--- config.mk ---
export PLATFORM = sky130hd
export DESIGN_NAME = tpcs_divsqrt
export DESIGN_NICKNAME = d
export VERILOG_FILES = /design/src/hw/rtl/tpcs_pkg.sv /design/src/hw/rtl/tpcs_divsqrt.sv
export SDC_FILE = /design/constraint.sdc
export NUM_CORES = 1
export LEC_CHECK = 0
export ABC_AREA = 1
export BUFFER_PORTS_ARGS = -buffer_cell sky130_fd_sc_hd__buf_2
export CAP_MARGIN = 20
export CORE_MARGIN = 2
export CORE_UTILIZATION = 30
export DETAILED_ROUTE_END_ITERATION = 16
export GPL_TIMING_DRIVEN = 0
export RECOVER_POWER = 100
export SYNTH_ARGS = -nofsm -noshare
export SYNTH_HDL_FRONTEND = slang
export SYNTH_SLANG_ARGS = --single-unit
export TNS_END_PERCENT = 50
--- constraint.sdc ---
create_clock -name clk_i -period 5.14 [get_ports clk_i]
set_input_delay 1.028 -clock clk_i [delete_from_list [all_inputs] [get_ports clk_i]]
set_output_delay 1.028 -clock clk_i [all_outputs]
set_load 0.01 [all_outputs]
--- src/hw/rtl/tpcs_pkg.sv ---
// package for the tag profile cosine similarity unit
// holds default sizes and request codes; no dependencies
`default_nettype none
package tpcs_pkg;
  localparam int unsigned NumProfilesDef = 64;
  localparam int unsigned NumTagsDef     = 12;
  localparam int unsigned CountBitsDef   = 12;
  localparam int unsigned ProfBits       = 6;
  localparam int unsigned TagBits        = 4;
  localparam int unsigned SimBits        = 17;
  localparam logic ReqAdd     = 1'b0;
  localparam logic ReqCompare = 1'b1;
endpackage
`default_nettype wire

--- src/hw/rtl/tpcs_divsqrt.sv ---
// shared iterative unit: floor(sqrt(x*y)) then floor(dot*2^16/den), clamped
// uses tpcs_pkg; one bit per cycle in each phase: multiplier, root and quotient
`default_nettype none
module tpcs_divsqrt #(
  parameter int unsigned SumBits = 28,
  parameter int unsigned DotBits = 28
) (
  input  wire logic                         clk_i,
  input  wire logic                         rst_ni,
  input  wire logic                         go_i,
  input  wire logic [SumBits-1:0]           sa_i,
  input  wire logic [SumBits-1:0]           sb_i,
  input  wire logic [DotBits-1:0]           dot_i,
  output logic                              done_o,
  output logic [tpcs_pkg::SimBits-1:0]      sim_o
);
  import tpcs_pkg::*;

  localparam int unsigned PBits = 2 * SumBits;
  localparam int unsigned RBits = SumBits;
  localparam int unsigned NBits = DotBits + 16;
  localparam int unsigned CntW  = $clog2(NBits + 1);
  localparam logic [1:0] StIdle = 2'd0;
  localparam logic [1:0] StMul  = 2'd1;
  localparam logic [1:0] StSqrt = 2'd2;
  localparam logic [1:0] StDiv  = 2'd3;

  logic [1:0]       st_q, st_d;
  logic [CntW-1:0]  cnt_q, cnt_d;
  logic [PBits-1:0] prod_q, prod_d;
  logic [PBits-1:0] rem_q, rem_d;
  logic [RBits-1:0] root_q, root_d;
  logic [NBits-1:0] num_q, num_d;
  logic [NBits:0]   drem_q, drem_d;
  logic [NBits-1:0] quo_q, quo_d;
  logic [SumBits-1:0] mulb_q, mulb_d;
  logic [PBits-1:0] mula_q, mula_d;
  logic             done_d, done_q;

  // restoring square root, two radicand bits per step
  logic [PBits+1:0] s_rem, s_trial;
  logic [NBits:0]   d_shift;
  logic [NBits:0]   den_ext;

  always_comb begin
    s_rem   = {rem_q, prod_q[PBits-1 -: 2]};
    s_trial = {{(PBits-RBits){1'b0}}, root_q, 2'b01};
    d_shift = {drem_q[NBits-1:0], num_q[NBits-1]};
    den_ext = (root_q == '0) ? {{NBits{1'b0}}, 1'b1}
                             : {{(NBits+1-RBits){1'b0}}, root_q};
  end

  always_comb begin
    st_d = st_q; cnt_d = cnt_q; prod_d = prod_q; rem_d = rem_q; root_d = root_q;
    num_d = num_q; drem_d = drem_q; quo_d = quo_q; mula_d = mula_q;
    mulb_d = mulb_q; done_d = 1'b0;
    case (st_q)
      StIdle: begin
        if (go_i) begin
          st_d   = StMul;
          mula_d = {{SumBits{1'b0}}, sa_i};
          mulb_d = sb_i;
          prod_d = '0;
          num_d  = {dot_i, 16'd0};
          cnt_d  = CntW'(SumBits);
        end
      end
      StMul: begin
        // shift-add product, one multiplier bit per cycle
        if (mulb_q[0]) prod_d = prod_q + mula_q;
        mula_d = mula_q << 1;
        mulb_d = mulb_q >> 1;
        cnt_d  = cnt_q - 1'b1;
        if (cnt_q == CntW'(1)) begin
          st_d = StSqrt; cnt_d = CntW'(RBits); rem_d = '0; root_d = '0;
        end
      end
      StSqrt: begin
        prod_d = prod_q << 2;
        if (s_rem >= s_trial) begin
          rem_d  = PBits'(s_rem - s_trial);
          root_d = {root_q[RBits-2:0], 1'b1};
        end else begin
          rem_d  = PBits'(s_rem);
          root_d = {root_q[RBits-2:0], 1'b0};
        end
        cnt_d = cnt_q - 1'b1;
        if (cnt_q == CntW'(1)) begin
          st_d = StDiv; cnt_d = CntW'(NBits); drem_d = '0; quo_d = '0;
        end
      end
      StDiv: begin
        num_d = num_q << 1;
        if (d_shift >= den_ext) begin
          drem_d = d_shift - den_ext;
          quo_d  = {quo_q[NBits-2:0], 1'b1};
        end else begin
          drem_d = d_shift;
          quo_d  = {quo_q[NBits-2:0], 1'b0};
        end
        cnt_d = cnt_q - 1'b1;
        if (cnt_q == CntW'(1)) begin
          st_d = StIdle; done_d = 1'b1;
        end
      end
      default: st_d = StIdle;
    endcase
  end

  always_ff @(posedge clk_i or negedge rst_ni) begin
    if (!rst_ni) begin
      st_q <= StIdle; cnt_q <= '0; done_q <= 1'b0;
    end else begin
      st_q <= st_d; cnt_q <= cnt_d; done_q <= done_d;
    end
  end

  always_ff @(posedge clk_i) begin
    prod_q <= prod_d; rem_q <= rem_d; root_q <= root_d; num_q <= num_d;
    drem_q <= drem_d; quo_q <= quo_d; mula_q <= mula_d; mulb_q <= mulb_d;
  end

  assign done_o = done_q;
  assign sim_o  = (quo_q > NBits'(65536)) ? SimBits'(65536) : SimBits'(quo_q);

`ifndef SYNTH
  a_done_pulse: assert property (@(posedge clk_i) disable iff (!rst_ni)
    done_q |=> !done_q) else $error("done held");
  a_go_idle: assert property (@(posedge clk_i) disable iff (!rst_ni)
    (go_i && st_q == StIdle) |=> st_q == StMul) else $error("no start");
  a_sim_max: assert property (@(posedge clk_i) disable iff (!rst_ni)
    done_q |-> sim_o <= SimBits'(65536)) else $error("clamp");
`endif
endmodule
`default_nettype wire
Word-level counts from Yosys, hierarchy flattened
Cells that the tools add are included.

Add/subtract/negate cells: 4. $lt $le $gt $ge: 3. Equal/unequal tests: 9. Mux-type cells: 34. Reduce and logical (&&, ||, !) cells: 13.

Operators by type and width (number): 2-to-1 mux 56 bit (5); case mux 44 bit (2 select lines) (3); case mux 56 bit (2 select lines) (2); 2-to-1 mux 44 bit (4); case mux 56 bit (3 select lines) (1); case mux 28 bit (2 select lines) (2); 2-to-1 mux 28 bit (3); >= comparator 58 x 30 -> 1 bit (1); adder 56 bit (1); subtractor 56 x 30 -> 56 bit (1); >= comparator 45 x 28 -> 1 bit (1); greater-than comparator 44 x 17 -> 1 bit, second input constant (1); subtractor 44 x 28 -> 44 bit (1); zero test 28 bit (1); case mux 6 bit (4 select lines) (1); 2-to-1 mux 6 bit (3); 2-to-1 mux 17 bit (1); != test 2 bit, second input constant (5); 2-to-1 mux 2 bit (4); case mux 2 bit (4 select lines) (1); AND reduction 2 bit (4); nonzero test 2 bit (4); == test 6 x 1 -> 1 bit, second input constant (1); subtractor 6 x 1 -> 6 bit, second input constant (1); other kinds (7) (11).

Bits in registers: 365. Bits of input ports: 87. Output and inout port bits: 18. Logic and storage cells: 74.

Depth between registers and ports, before layout
Depth after elaboration: 5. Gate-level depth with buffers: 16. Gate-level depth less buffers: 16.

Worst setup path after synthesis
No wires, ideal clock.

Path kind: reg-to-reg. Start: reg st_q[0]. End: reg drem_q[0] (enable). Library setup time: 0.537 ns. Arrival time: 4.677 ns. Data required time: 4.603 ns. Setup slack: -0.074 ns. Cell stages (with the launch flop): 6. Path buffers: 1. Period minus slack after synthesis: 5.214 ns. Cells stage by stage: dfrtp_1 -> inv_1 -> ha_1 -> clkbuf_1 -> nor2_1 -> nor2_1.

Word-level cells in the longest chain between the ends: 3. Elaborated cells between the ends (all ways): 5. Those cells by class: 3 x eq/ne; 2 x reduce/logical.

Ends and longest elaborated chain: start: declaration (line tpcs_divsqrt.sv:28) `logic [1:0] st_q, st_d;`; start signal: assignment (line tpcs_divsqrt.sv:114) `st_q <= st_d; cnt_q <= cnt_d; done_q <= done_d;`; == test 2 bit (line tpcs_divsqrt.sv:57) `case (st_q)`; != test 2 bit (no line) / nonzero test 2 bit (equally long branches); AND reduction 2 bit (no line) (*); end signal: assignment (line tpcs_divsqrt.sv:120) `drem_q <= drem_d; quo_q <= quo_d; mula_q <= mula_d; mulb_q <= mulb_d;`; end: declaration (line tpcs_divsqrt.sv:34) `logic [NBits:0] drem_q, drem_d;`.

Mark *: on every way between the ends. The rest lies on a longest branch, timed or not. A chain may end at the register's enable or synchronous reset.

Worst setup path after layout
Start: reg root_q[1]. End: reg drem_q[0] (data pin).

Word-level cells in the longest chain between the ends: 5. Elaborated cells between the ends (all ways): 6. Those cells by class: 1 x add/sub; 1 x order compare; 3 x mux; 1 x reduce/logical.

Ends and longest elaborated chain: start: declaration (line tpcs_divsqrt.sv:32) `logic [RBits-1:0] root_q, root_d;`; start signal: assignment (line tpcs_divsqrt.sv:119) `prod_q <= prod_d; rem_q <= rem_d; root_q <= root_d; num_q <= num_d;`; zero test 28 bit (line tpcs_divsqrt.sv:49) `den_ext = (root_q == '0) ? {{NBits{1'b0}}, 1'b1}`; 2-to-1 mux 28 bit (*) (line tpcs_divsqrt.sv:49); subtractor 44 x 28 -> 44 bit / >= comparator 45 x 28 -> 1 bit (equally long branches) (line tpcs_divsqrt.sv:95, tpcs_divsqrt.sv:94); 2-to-1 mux 44 bit (*) (line tpcs_divsqrt.sv:94) `if (d_shift >= den_ext) begin`; case mux 44 bit (2 select lines) (*) (line tpcs_divsqrt.sv:57).

Marked as above.

==> results.txt <==
Crit-path slowest cell: o41ai_1
Die Wd: 300 µm
CP endpoint kind: flop
Tmin final: 4.43 ns
Num CTS Buffers: 41
CTS resizes: 0
worst hold margin: 0.380 ns
library cells used by synthesis: 50
Hold Path Class: in -> async
Place WS: 1.24 ns
ANT nets after route: 0
Worst path most repeated cell: nand2_1
vias in the first global route: 22800
Clk Tree Root Cell: clkbuf_16
HPWL after DPL: 62800 µm
CTS H-tree lvls: 2
Initial Util: 30.3%
RSZ-0062 raised after global routing: false
Hold Violations, Final: 0
pin count of the biggest net entering global routing: 44
startpoint types: flop
global-route wire length before repair: 123000 µm
grt total ovfl: 0
layout cells sized above 1: 4.63%
via/cell ratio: 4.67
CTS tree: built
register bit total from synthesis: 349
Vias: 24400
drt pass-1 iters: 5
count leader, synth: nand2_1
EDFF count, synth: 340
CP arrival: 4.75 ns
number of top-level pins: 105
initial antenna violation count: 3
CP peak stage delay: 0.70 ns
Commonest cells post-synth: nand2_1, inv_1, nor2_1
Slew Viols, Final: 54
Placer Congestion: 0.988
drt wl/cell: 14.9 µm
main flop type after synthesis: edfxtp_1
hold_buf cts: 0
filler instances: 9531
cells after synthesis: 3896
status: finished, violations left
DRC: 0
Clock Pin Slew Worst Setup and Hold Paths: 0.06 ns
Die Height: 300 µm
worst-path fanout max: 10
fin crit share: 86.1%
relative slew slack: -33.8%
Setup WS post-layout: 0.714 ns
Slew @ Worst Pin: 2.00 ns
failing checks: capacitance limit, slew limit
Skew-Pair Late Insertion Delay: 0.60 ns
Cell Rows: 108
ys async rst share: 2.58%
Mean Syn Cell Area: 6.77 µm²
Clock Skews: 0.0266 ns
leading area contributor after synthesis: edfxtp_1
Setup violations, final: 0
PortBufs: 104
final net count: 4261
register area share after synthesis: 39.6%
drt total wl: 78100 µm
clock buffer depth: 3
largest cells by area after synthesis: edfxtp_1, nand2_1, inv_1, nor2_1, ha_1
synthesized area: 26400 µm²
critical path type: reg -> reg
Die ar.: 90300 µm²
Setup Buffers After CTS: 0
core area: 86900 µm²
Finished Cell Area: 29600 µm²
syn_nets: 4105
Initial DRC Count: 2090
Synth-to-Final Area Change: 12.4%
Clock Sinks: 349
Synth Warn #: 0
crit-path cells: nor4_1 > nand4_1 > o41ai_1 > ha_1 > o21ai_0 > nand2_1 > nand2_1 > nand3_1 > nand2_1 > nand2_1 > and2_0 > nand2_1 > clkbuf_1 > nor2_1 > nor2_1
Worst EP required: 5.47 ns
placed cell areas: 28600 µm²
setup TNS: 0 ns
gr usage total: 17.0%
Fmax: 0.226 GHz
top cell type's share of synthesized area: 38.7%
Max-Cap Viols: 3
flip-flops by register name, indices dropped and copies added (netlist names):
signal  cells
cnt_q       6
done_o      1
drem_q     44
mula_q     56
mulb_q     28
num_q      28
prod_q     56
quo_q      44
rem_q      56
root_q     28
st_q        2
layer usage:
layer / wire (µm) / part of all wire (%) / track usage, %
met1: 37200 / 48 / 24.3
met2: 33800 / 43 / 26.6
met3: 5330 / 6.8 / 2.96
met4: 1780 / 2.3 / 4.18
met5: 18 / 0.023 / 0
placed cells by master, fill, tap and decap left out, drive strengths merged, types with 9 or more instances in the layout:
| master | instances |
|---|---|
| nand2 | 1489 |
| inv | 683 |
| nor2 | 489 |
| edfxtp | 340 |
| a21oi | 180 |
| nand3 | 176 |
| clkbuf | 134 |
| ha | 120 |
| o21ai | 115 |
| buf | 104 |
| nand4 | 52 |
| xor2 | 34 |
| nor3 | 34 |
| nand3b | 24 |
| nor4 | 21 |
| xnor2 | 15 |
| clkinv | 15 |
| dfrtp | 9 |
worst max-delay path: cells and delay by family (launching register included):
kind,cells,cell delay [ns]
and+or+nand+nor,11,1.91
AOI/OAI and AO/OA,2,0.97
DFF,1,0.56
buffers and inverters,1,0.36
adders and majority gates,1,0.35
per-stage QoR:
stage | util [%] | instances
3_5_place_dp | 32.9 | 5164
2_1_floorplan | - | 3896
3_3_place_gp | 32.6 | 5155
6_report | 34.1 | 5235
4_1_cts | 34.4 | 5234
5_1_grt | 34.1 | 5235
layout make-up:
class | instances | area, µm² | share of cell area [%]
clock buffer | 49 | 1060 | 3.56
multi-input combinational | 2790 | 12900 | 43.6
clock inverter | 21 | 230 | 0.777
inverter | 681 | 2560 | 8.63
buffer | 76 | 313 | 1.06
antenna | 1 | 2.50 | 0.00844
timing repair buffer | 113 | 684 | 2.31
tap | 1155 | 1450 | 4.88
sequential | 349 | 10400 | 35.2
path summary, 6_finish.rpt:
check,start,endpoint,slack (ns),cells after the start
worst min register to register,num_q[31],num_q[32],0.51,2
worst max register to register,root_q[1],drem_q[0],0.71,15
worst min-delay path,rst_ni,cnt_q[3],0.38,1
min in group clk_i,num_q[31],num_q[32],0.51,2
max in group asynchronous,rst_ni,cnt_q[4],4.41,1
worst max-delay path,root_q[1],drem_q[0],0.71,15
logic make-up (layout without fill, tap and decap cells):
kind of cell	after synthesis	in the layout	share of synthesized area, %
and+or+nand+nor	2302	2302	35.4
buffers and inverters	757	940	11.2
DFF	349	349	39.6
AOI/OAI and AO/OA	317	317	6.33
adders and majority gates	122	122	5.85
xor gates and xnor gates	49	49	1.63
other	0	1	0
Power is not shown: default switching activity piles up to over one toggle a cycle in this logic, so the estimate is an artifact.
